### src/sv/irbt_pkg.sv
`timescale 1ns / 1ps
// Shared types, codes and constants for the IPv4 range ban table.
package irbt_pkg;

    // Table depth default
    localparam int DEF_MAX_ENTRIES = 64;

    localparam logic [31:0] ALL_ONES_MASK = 32'hFFFF_FFFF;

    // Item modes
    localparam logic [1:0] MODE_LOOKUP    = 2'd0;
    localparam logic [1:0] MODE_ADD_EXACT = 2'd1;
    localparam logic [1:0] MODE_ADD_RANGE = 2'd2;
    localparam logic [1:0] MODE_REMOVE    = 2'd3;

    // Result status codes
    localparam logic [1:0] STATUS_DONE  = 2'd0;
    localparam logic [1:0] STATUS_FULL  = 2'd1;
    localparam logic [1:0] STATUS_EMPTY = 2'd2;

    // Internal command kinds, produced by the front end
    localparam logic [1:0] CMD_LOOKUP = 2'd0;
    localparam logic [1:0] CMD_PUSH   = 2'd1;
    localparam logic [1:0] CMD_POP    = 2'd2;

    typedef struct packed {
        logic [1:0]  mode;
        logic [31:0] address;
        logic [31:0] range_mask;
    } t_in_item;

    typedef struct packed {
        logic        banned;
        logic [1:0]  status;
        logic [31:0] removed_base;
        logic [31:0] removed_mask;
        logic [6:0]  entry_count;
    } t_out_item;

    // Classified command: lookup address, or base and mask to push
    typedef struct packed {
        logic [1:0]  op;
        logic [31:0] address;
        logic [31:0] mask;
    } t_cmd;

endpackage

### src/sv/irbt_front.sv
`timescale 1ns / 1ps
// Front end: accepts items, classifies them into commands, queues two.
module irbt_front (
    input  logic            i_clk,
    input  logic            i_rst_n,
    input  logic            i_push,
    output logic            o_full,
    input  irbt_pkg::t_in_item i_item,
    output logic            o_cmd_valid,
    input  logic            i_cmd_ready,
    output irbt_pkg::t_cmd  o_cmd
);
    import irbt_pkg::*;

    t_cmd       r_mem [2];
    logic       r_wp;
    logic       r_rp;
    logic [1:0] r_count;
    logic       n_wp;
    logic       n_rp;
    logic [1:0] n_count;
    t_cmd       cls_cmd;
    logic       wr;
    logic       rd;

    // Classify: mask the base for range adds, full mask for exact adds
    always_comb begin
        cls_cmd.address = i_item.address;
        cls_cmd.mask    = ALL_ONES_MASK;
        case (i_item.mode)
            MODE_LOOKUP: begin
                cls_cmd.op = CMD_LOOKUP;
            end
            MODE_ADD_EXACT: begin
                cls_cmd.op = CMD_PUSH;
            end
            MODE_ADD_RANGE: begin
                cls_cmd.op      = CMD_PUSH;
                cls_cmd.address = i_item.address & i_item.range_mask;
                cls_cmd.mask    = i_item.range_mask;
            end
            default: begin
                cls_cmd.op = CMD_POP;
            end
        endcase
    end

    assign o_full      = (r_count == 2'd2);
    assign o_cmd_valid = (r_count != 2'd0);
    assign o_cmd       = r_mem[r_rp];
    assign wr          = i_push & ~o_full;
    assign rd          = o_cmd_valid & i_cmd_ready;

    // Queue pointers
    always_comb begin
        n_wp    = wr ? ~r_wp : r_wp;
        n_rp    = rd ? ~r_rp : r_rp;
        n_count = r_count;
        if (wr && !rd) begin
            n_count = r_count + 2'd1;
        end else if (rd && !wr) begin
            n_count = r_count - 2'd1;
        end
    end

    always_ff @(posedge i_clk) begin
        if (!i_rst_n) begin
            r_wp    <= 1'b0;
            r_rp    <= 1'b0;
            r_count <= 2'd0;
        end else begin
            r_wp    <= n_wp;
            r_rp    <= n_rp;
            r_count <= n_count;
        end
    end

    always_ff @(posedge i_clk) begin
        if (wr) begin
            r_mem[r_wp] <= cls_cmd;
        end
    end

endmodule

### src/sv/irbt_back.sv
`timescale 1ns / 1ps
// Back end: range store, count, scan sequencer and result queue.
module irbt_back #(
    parameter int MAX_ENTRIES = irbt_pkg::DEF_MAX_ENTRIES
) (
    input  logic               i_clk,
    input  logic               i_rst_n,
    input  logic               i_cmd_valid,
    output logic               o_cmd_ready,
    input  irbt_pkg::t_cmd     i_cmd,
    output logic               o_empty,
    input  logic               i_pop,
    output irbt_pkg::t_out_item o_item
);
    import irbt_pkg::*;

    localparam int AW = (MAX_ENTRIES > 1) ? $clog2(MAX_ENTRIES) : 1;
    localparam int CW = $clog2(MAX_ENTRIES + 1);

    localparam logic [1:0] S_IDLE  = 2'd0;
    localparam logic [1:0] S_SCAN  = 2'd1;
    localparam logic [1:0] S_DRAIN = 2'd2;
    localparam logic [1:0] S_POP   = 2'd3;

    // Range store
    logic [31:0] r_base_mem [MAX_ENTRIES];
    logic [31:0] r_mask_mem [MAX_ENTRIES];
    logic [31:0] r_rd_base;
    logic [31:0] r_rd_mask;

    logic [1:0]    r_state, n_state;
    logic [CW-1:0] r_filled, n_filled;
    logic [AW-1:0] r_idx, n_idx;
    logic          r_chk, n_chk;
    logic          r_hit, n_hit;
    t_cmd          r_cmd, n_cmd;

    logic          take;
    logic          mem_we;
    logic [AW-1:0] mem_wa;
    logic          mem_re;
    logic [AW-1:0] mem_ra;
    logic          hit_now;
    logic          is_full;
    logic [AW-1:0] last_idx;
    logic          res_push;
    t_out_item     res_item;

    // Result queue
    t_out_item r_out_mem [2];
    logic      r_out_wp;
    logic      r_out_rp;
    logic [1:0] r_out_count, n_out_count;
    logic      res_pop;

    assign o_cmd_ready = (r_state == S_IDLE) && (r_out_count != 2'd2);
    assign take        = i_cmd_valid & o_cmd_ready;
    assign is_full     = (r_filled == CW'(MAX_ENTRIES));
    assign last_idx    = AW'(r_filled - 1'b1);
    assign hit_now     = r_chk && ((r_cmd.address & r_rd_mask) == r_rd_base);

    // Sequencer
    always_comb begin
        n_state  = r_state;
        n_filled = r_filled;
        n_idx    = r_idx;
        n_chk    = 1'b0;
        n_hit    = r_hit;
        n_cmd    = r_cmd;
        mem_we   = 1'b0;
        mem_wa   = r_filled[AW-1:0];
        mem_re   = 1'b0;
        mem_ra   = r_idx;
        res_push = 1'b0;
        res_item.banned       = 1'b0;
        res_item.status       = STATUS_DONE;
        res_item.removed_base = 32'd0;
        res_item.removed_mask = 32'd0;
        res_item.entry_count  = 7'(r_filled);
        case (r_state)
            S_IDLE: begin
                if (take) begin
                    n_cmd = i_cmd;
                    case (i_cmd.op)
                        CMD_LOOKUP: begin
                            if (r_filled == '0) begin
                                res_push = 1'b1;
                            end else begin
                                n_idx   = '0;
                                n_hit   = 1'b0;
                                n_state = S_SCAN;
                            end
                        end
                        CMD_PUSH: begin
                            res_push = 1'b1;
                            if (is_full) begin
                                res_item.status = STATUS_FULL;
                            end else begin
                                mem_we   = 1'b1;
                                n_filled = r_filled + 1'b1;
                                res_item.entry_count = 7'(n_filled);
                            end
                        end
                        CMD_POP: begin
                            if (r_filled == '0) begin
                                res_push        = 1'b1;
                                res_item.status = STATUS_EMPTY;
                            end else begin
                                mem_re   = 1'b1;
                                mem_ra   = last_idx;
                                n_filled = r_filled - 1'b1;
                                n_state  = S_POP;
                            end
                        end
                        default: begin
                            res_push = 1'b1;
                        end
                    endcase
                end
            end
            S_SCAN: begin
                // read one entry a cycle, compare the one read last cycle
                mem_re = 1'b1;
                n_chk  = 1'b1;
                n_hit  = r_hit | hit_now;
                if (r_idx == last_idx) begin
                    n_state = S_DRAIN;
                end else begin
                    n_idx = r_idx + 1'b1;
                end
            end
            S_DRAIN: begin
                res_push        = 1'b1;
                res_item.banned = r_hit | hit_now;
                n_state         = S_IDLE;
            end
            S_POP: begin
                res_push              = 1'b1;
                res_item.removed_base = r_rd_base;
                res_item.removed_mask = r_rd_mask;
                n_state               = S_IDLE;
            end
            default: begin
                n_state = S_IDLE;
            end
        endcase
    end

    always_ff @(posedge i_clk) begin
        if (!i_rst_n) begin
            r_state  <= S_IDLE;
            r_filled <= '0;
            r_chk    <= 1'b0;
        end else begin
            r_state  <= n_state;
            r_filled <= n_filled;
            r_chk    <= n_chk;
        end
    end

    always_ff @(posedge i_clk) begin
        r_idx <= n_idx;
        r_hit <= n_hit;
        r_cmd <= n_cmd;
    end

    // Store write and registered read
    always_ff @(posedge i_clk) begin
        if (mem_we) begin
            r_base_mem[mem_wa] <= i_cmd.address;
            r_mask_mem[mem_wa] <= i_cmd.mask;
        end
        if (mem_re) begin
            r_rd_base <= r_base_mem[mem_ra];
            r_rd_mask <= r_mask_mem[mem_ra];
        end
    end

    // Result queue, two deep
    assign o_empty = (r_out_count == 2'd0);
    assign o_item  = r_out_mem[r_out_rp];
    assign res_pop = i_pop & ~o_empty;

    always_comb begin
        n_out_count = r_out_count;
        if (res_push && !res_pop) begin
            n_out_count = r_out_count + 2'd1;
        end else if (res_pop && !res_push) begin
            n_out_count = r_out_count - 2'd1;
        end
    end

    always_ff @(posedge i_clk) begin
        if (!i_rst_n) begin
            r_out_wp    <= 1'b0;
            r_out_rp    <= 1'b0;
            r_out_count <= 2'd0;
        end else begin
            r_out_wp    <= res_push ? ~r_out_wp : r_out_wp;
            r_out_rp    <= res_pop ? ~r_out_rp : r_out_rp;
            r_out_count <= n_out_count;
        end
    end

    always_ff @(posedge i_clk) begin
        if (res_push) begin
            r_out_mem[r_out_wp] <= res_item;
        end
    end

    // Checks
    a_count_bound: assert property (@(posedge i_clk) disable iff (!i_rst_n)
        r_filled <= CW'(MAX_ENTRIES))
        else $error("entry count above table depth");

    a_no_overflow: assert property (@(posedge i_clk) disable iff (!i_rst_n)
        res_push |-> (r_out_count != 2'd2) || res_pop)
        else $error("result transfer into a full result queue");

    a_scan_nonempty: assert property (@(posedge i_clk) disable iff (!i_rst_n)
        (r_state == S_SCAN) |-> (r_filled != '0))
        else $error("scan on an empty table");

    a_pop_dec: assert property (@(posedge i_clk) disable iff (!i_rst_n)
        (r_state == S_POP) |-> (r_filled == CW'($past(r_filled) - 1'b1)))
        else $error("remove did not drop the count by one");

endmodule

### src/sv/ip_range_ban_table.sv
`timescale 1ns / 1ps
// Top level of the IPv4 range ban table.
//
// Input side is a queue write port: drive i_in_item and raise push; the
// item transfers at a clock edge where push is high and full is low.
// Result side is a queue read port: while empty is low the oldest result
// sits on o_out_item, and it transfers at an edge where pop is high.
// Every item yields exactly one result, in order.
// Items pass a two-deep command queue into the back end, which handles one
// command at a time. Add and remove-from-empty need no store read there; a
// successful remove needs one store read. A lookup scans the store one
// entry per cycle through its single read port; an empty table is not
// scanned, and the verdict is not banned.
// Results wait in a two-deep result queue; when the receiver stalls the back
// end stops taking commands, the command queue fills and full goes high.
// Reset (synchronous, active low) empties both queues and the table count;
// store contents are not cleared, only counted entries are ever read.
module ip_range_ban_table #(
    parameter int MAX_ENTRIES = irbt_pkg::DEF_MAX_ENTRIES
) (
    input  logic                i_clk,
    input  logic                i_rst_n,
    input  logic                push,
    output logic                full,
    input  irbt_pkg::t_in_item  i_in_item,
    output logic                empty,
    input  logic                pop,
    output irbt_pkg::t_out_item o_out_item
);
    import irbt_pkg::*;

    logic cmd_valid;
    logic cmd_ready;
    t_cmd cmd;

    irbt_front u_front (
        .i_clk       (i_clk),
        .i_rst_n     (i_rst_n),
        .i_push      (push),
        .o_full      (full),
        .i_item      (i_in_item),
        .o_cmd_valid (cmd_valid),
        .i_cmd_ready (cmd_ready),
        .o_cmd       (cmd)
    );

    irbt_back #(
        .MAX_ENTRIES (MAX_ENTRIES)
    ) u_back (
        .i_clk       (i_clk),
        .i_rst_n     (i_rst_n),
        .i_cmd_valid (cmd_valid),
        .o_cmd_ready (cmd_ready),
        .i_cmd       (cmd),
        .o_empty     (empty),
        .i_pop       (pop),
        .o_item      (o_out_item)
    );

endmodule

### config.mk
export PLATFORM = sky130hd
export DESIGN_NAME = ip_range_ban_table
export DESIGN_NICKNAME = d
export VERILOG_FILES = /design/src/sv/irbt_pkg.sv /design/src/sv/irbt_front.sv /design/src/sv/irbt_back.sv /design/src/sv/ip_range_ban_table.sv
export SDC_FILE = /design/constraint.sdc
export NUM_CORES = 2
export LEC_CHECK = 0
export ABC_AREA = 0
export BUFFER_PORTS_ARGS = -buffer_cell sky130_fd_sc_hd__buf_2
export CELL_PAD_IN_SITES_DETAIL_PLACEMENT = 1
export CELL_PAD_IN_SITES_GLOBAL_PLACEMENT = 2
export CORE_MARGIN = 3
export CORE_UTILIZATION = 47
export CTS_BUF_LIST = sky130_fd_sc_hd__clkbuf_8 sky130_fd_sc_hd__clkbuf_16
export CTS_CLUSTER_SIZE = 14
export DETAILED_ROUTE_END_ITERATION = 7
export MAX_ROUTING_LAYER = met4
export PLACE_DENSITY_LB_ADDON = 0.1
export SYNTH_ARGS = -nofsm -noshare
export SYNTH_HDL_FRONTEND = slang
export SYNTH_MEMORY_MAX_BITS = 65536
export SYNTH_SLANG_ARGS = --single-unit
### constraint.sdc
create_clock -name i_clk -period 11 [get_ports i_clk]
set_input_delay 0 -clock i_clk [delete_from_list [all_inputs] [get_ports i_clk]]
set_output_delay 0 -clock i_clk [all_outputs]
set_load 0.005 [all_outputs]
# == Word level (Yosys, flattened, before mapping) ==
# Memory sizes are Yosys's and may differ from the RTL's. A register that Yosys moved wholly into a read port is not among the register bits.
# Index checks and enable logic that the tools add are counted.
# word_totals
memories,4
reg_bits,57
input_bits,70
output_inout_bits,76
word_cells,145
ram_bits,4376
# op_classes
reduce_logical,28
addsub,7
mux,61
n_eq_ne,21
bitwise,12
# mem_list
memory,depth,word_bits,rd,rd_ports_with_merged_regs,wr,line,rtl
u_back.r_base_mem,64,32,1,1,1,irbt_back.sv:26,logic [31:0] r_base_mem [MAX_ENTRIES];
u_back.r_mask_mem,64,32,1,1,1,irbt_back.sv:27,logic [31:0] r_mask_mem [MAX_ENTRIES];
u_back.r_out_mem,2,74,1,1,1,irbt_back.sv:50,t_out_item r_out_mem [2];
u_front.r_mem,2,66,1,1,1,irbt_front.sv:15,t_cmd r_mem [2];
# ops
op,n
$mux 64,2
$and 32x32->32,2
$mux 6,8
$mux 7,5
$eq 32x32->1,1
$mux 1,26
$mux 2,11
$pmux 7 s2,1
$ne 2x2->1 const B,6
$pmux 2 s2,3
$pmux 6 s2,1
$eq 2x2->1 const B,5
$reduce_and 5->1,2
$reduce_bool 2->1,5
$ne 3x3->1 const B,3
$logic_not 2->1,4
$reduce_and 4->1,2
$add 7x1->7 const B,1
$eq 7x7->1 const B,1
$logic_not 7->1,1
$sub 7x1->7 const B,1
$add 6x1->6 const B,1
$eq 2x1->1 const B,3
$eq 6x6->1,1
other kinds (12),33

# == Logic depth before layout (Yosys ltp) ==
# logic_depth
depth_word,9
ltp_mapped,19
mapped_depth_nobuf,11

# == Hierarchy ==
# A second synthesis with hierarchy kept.
# unflattened
cells_unflattened,11416
area_unflattened_um2,174309.7
# by_module_without_submodules
module,instances,cells_each,seq_area_each_um2,area_per_inst_um2
irbt_back,1,11115,130835.5,168855.7
irbt_front,1,301,4063.9,5454.0

# == Least setup slack after synthesis ==
# No wires, ideal clock.
# synth_timing
path_kind,reg2reg
start,reg u_back.r_state[1]
end,"mem u_back.r_base_mem[31][0], enable pin"
path_slack_ps,2030
arrival_time_ps,8323
n_path_buf,2
stages_incl_launch_ff,7
cell_sequence,dfxtp_1 clkbuf_1 nor2_1 and3_1 clkbuf_1 nand2_1 nor4_1
# synth_between
elab_chain_len,7
# synth_lines
element,line,rtl
from (decl),irbt_back.sv:31,"logic [1:0] r_state, n_state;"
from (signal assigned),irbt_back.sv:155,r_state <= n_state;
$logic_not 2->1 *,"irbt_back.sv:56, irbt_back.sv:80",
$logic_and 1x1->1,irbt_back.sv:56,assign o_cmd_ready = (r_state == S_IDLE) && (r_out_count != 2'd2);
$and 1x1->1,irbt_back.sv:57,assign take = i_cmd_valid & o_cmd_ready;
$mux 1,irbt_back.sv:82,if (take) begin
$mux 1 *,irbt_back.sv:80,case (r_state)
$mux 1 *,irbt_back.sv:169,if (mem_we) begin
$mux 1 (implied by the code) *,irbt_back.sv:170,r_base_mem[mem_wa] <= i_cmd.address;
to (decl),irbt_back.sv:26,
# Every way passes the cells marked *; elsewhere a longest branch is shown, timed or not.

==> impl_metrics.env <==
export IMPL_seq_area_frac_synth=0.749
export IMPL_portBuffers=145
export IMPL_r2r_end="u_back.r_rd_base[23]"
export IMPL_clkSlewWorstSetupHoldPaths_ps=60
export IMPL_avgSynthCellArea_sq_um=14.9
export IMPL_initial_core_util=0.474
export IMPL_netlist_instances=12100
export IMPL_cts_path_max_buffers=4
export IMPL_worstMarginPinSlew_ps=1460
export IMPL_hold_viol_final=0
export IMPL_peakVddDrop_uv=270
export IMPL_dp_cells=16500
export IMPL_place_gp_congestion=0.852
export IMPL_switching_power_w=0.0175
export IMPL_stdcell_count=17600
export IMPL_drive_above_1_share=0.121
export IMPL_tritoncts="built"
export IMPL_dr_total_vias=124000
export IMPL_routedWlPerCell_um=41.2
export IMPL_h_tree_depth=5
export IMPL_cts_made_buffers=470
export IMPL_ios=146
export IMPL_nets=12200
export IMPL_grt_start_max_net_pins=192
export IMPL_setup_worst_path_start_class="register"
export IMPL_max_freq_mhz=135
export IMPL_wl_um=724000
export IMPL_drt_drc_violations_left=0
export IMPL_grt_pass1_wl_um=990000
export IMPL_yosysUniqueCellTypes=76
export IMPL_crit_type="register to register"
export IMPL_slew_violations=0
export IMPL_p_comb_frac=0.266
export IMPL_post_cts_resized=0
export IMPL_synthArstFlopShare=0
export IMPL_timing_final_crit_share=0.672
export IMPL_finalWorstPathRequiredPeriod_ps=7390
export IMPL_critical_path_arrival_ps=8160
export IMPL_endpoint="u_back.r_rd_base[23]"
export IMPL_firstDrtPassIters=6
export IMPL_first_global_vias=121000
export IMPL_finClkSkew_ps=57.1
export IMPL_drv_cap=0
export IMPL_die_width_um=625
export IMPL_hp_class="input port to register"
export IMPL_final_antenna_net_count=0
export IMPL_cts_sinks=4499
export IMPL_reg2regPathDepth=11
export IMPL_synth_warnings=0
export IMPL_tns_ps=0
export IMPL_fp_dieH_um=625
export IMPL_pwr_density_cell_nw_per_um2=247
export IMPL_clkPwrFrac=0.310
export IMPL_drtIter0Drc=20000
export IMPL_synthFlopType="edfxtp_1"
export IMPL_antenna_found_initial=50
export IMPL_slew_headroom=0.0264
export IMPL_setup_viol=0
export IMPL_clock_latency_ps=1020
export IMPL_syn_nets=12200
export IMPL_postCtsSetupBuffers=0
export IMPL_intPower_w=0.0328
export IMPL_crit_path_end_kind="register"
export IMPL_crit_fanout=124
export IMPL_core_sq_um=380000
export IMPL_syn_to_final_growth_pct=12.7
export IMPL_track_usage=0.373
export IMPL_dpl_hpwl_um=361000
export IMPL_swShare=0.348
export IMPL_ys_seq_elements=4499
export IMPL_utilization=0.534
export IMPL_status="completed"
export IMPL_whs_ps=161
export IMPL_seqPwrFrac=0.423
export IMPL_overflow=0
export IMPL_root_buffer="clkbuf_16"
export IMPL_required_ps=11770
export IMPL_rsz0062_at_grt="no"
export IMPL_reg2reg_setup_slack_ps=3610
export IMPL_dieArea_sq_um=391000
export IMPL_leakagePower_nw=65.2
export IMPL_synth_edf_count=4479
export IMPL_syn_area_sq_um=180000
export IMPL_num_rows=226
export IMPL_vias_per_cell=7.05
[kinds of logic after synthesis]
group	after synthesis	share of synthesized area
compound gates	2350	0.0941
xor+xnor	60	0.00292
fa+ha+maj	10	0.000695
buf+inv	1069	0.0240
flops	4499	0.749
mux	324	0.0235
simple gates	3801	0.106
[metal layers]
metal  vias to the layer above  global-route usage  share of wire
met5                         -                   -              0
met4                         0               0.146          0.045
met3                      1600              0.0905           0.12
met2                      8178               0.542           0.44
met1                     65800               0.509           0.39
li1                      48200                   -              -
[power by group through the flow]
stage	Clock, W	Combinational [W]	Sequential, W
floorplan	0	0.00748	0.0211
global placement	0	0.0127	0.0215
detailed placement	0	0.0130	0.0216
CTS	0.0157	0.0131	0.0212
global route	0.0164	0.0139	0.0213
finish	0.0156	0.0134	0.0213
[cell usage in the layout, fill, tap and decap left out, types with 259 or more instances in the layout]
cell type  count
clkbuf_16    481
o21ai_0      702
edfxtp_1    4479
a311o_1      348
and3_1       656
nand4_1      273
buf_4        259
a211oi_1     657
nand2_1     1203
nand3_1     1205
[registers in the layout (all words and copies together), names as in the netlist, 2 cells and up, named ones only]
register            cells
u_back.r_rd_mask       32
u_front.r_mem         132
u_back.r_state          2
u_back.r_mask_mem    2048
u_back.r_base_mem    2048
u_front.r_count         2
u_back.r_rd_base       32
u_back.r_filled         7
u_back.r_cmd           32
u_back.r_out_mem      148
u_back.r_idx            6
u_back.r_out_count      2
[through the flow]
stage	total power (W)	setup slack [ps]	instance area, sq um
3_3_place_gp	0.0342	3990	187000
3_5_place_dp	0.0345	3890	187000
5_1_grt	0.0516	3500	203000
4_1_cts	0.0500	3870	203000
2_1_floorplan	0.0286	2030	180000
6_report	0.0502	3610	203000
[timing repair]
action,in CTS,in global routing
setup endpoints to repair,0,0
hold endpoints to repair,190,0
hold buffers,129,0
[Yosys cell counts (all sizes together) (20+ instances only)]
cell | n | share of area
a221o | 29 | 0.0016
nand2 | 1207 | 0.025
nor4 | 37 | 0.0013
a21oi | 44 | 0.0014
xor2 | 28 | 0.0014
a311oi | 125 | 0.0061
a311o | 348 | 0.019
buf | 283 | 0.0076
or4 | 31 | 0.0013
xnor2 | 32 | 0.0016
and2 | 39 | 0.0014
clkbuf | 773 | 0.016
edfxtp | 4479 | 0.75
nand4 | 273 | 0.0095
nor2 | 165 | 0.0035
and3 | 659 | 0.023
mux4 | 59 | 0.0074
dfxtp | 20 | 0.0022
nand2b | 106 | 0.0037
and4 | 36 | 0.0018
a221oi | 30 | 0.0015
a22oi | 63 | 0.0027
mux2 | 196 | 0.012
mux2i | 69 | 0.0038
a31o | 26 | 0.0013
nand3 | 1207 | 0.034
a32oi | 57 | 0.0028
o21ai | 703 | 0.020
a211oi | 658 | 0.027
a31oi | 180 | 0.0063
o2111ai | 54 | 0.0026
[how the worst min path moves through the flow]
stage                        startpoint  cells after the start               endpoint  slack, ps
after global routing       i_in_item[7]                      3    u_front.r_mem[0][7]        140
after floorplan                 i_rst_n                      2  u_back.r_out_count[1]        210
after global placement    i_in_item[24]                      2   u_front.r_mem[0][24]        310
after detailed placement  i_in_item[54]                      2   u_front.r_mem[1][54]        310
after CTS                  i_in_item[7]                      3    u_front.r_mem[0][7]         30
final                      i_in_item[7]                      3    u_front.r_mem[0][7]        160
[worst max-delay path, cell delays in order (launching register included)]
cell and delay (ps):
dfxtp_4 610, mux2i_1 480, ha_1 630, and4_4 1020, buf_4 670, nand3_4 660
nand2_4 890, buf_12 520, buf_4 390, a311oi_1 130, or4_1 510, a221o_1 340
[area by class of cell]
cell class              instances  area (sq um)
diodes                         32          80.1
clock buffers                 484         12100
inverters                      13          50.0
multi-input cells            6545         41600
fillers                     35600        177000
clock inverters               384          2800
flip-flops and latches       4499        135000
well taps                    5016          6280
repair buffers                597          5240
No activity file was read; power rests on OpenSTA's default activity.
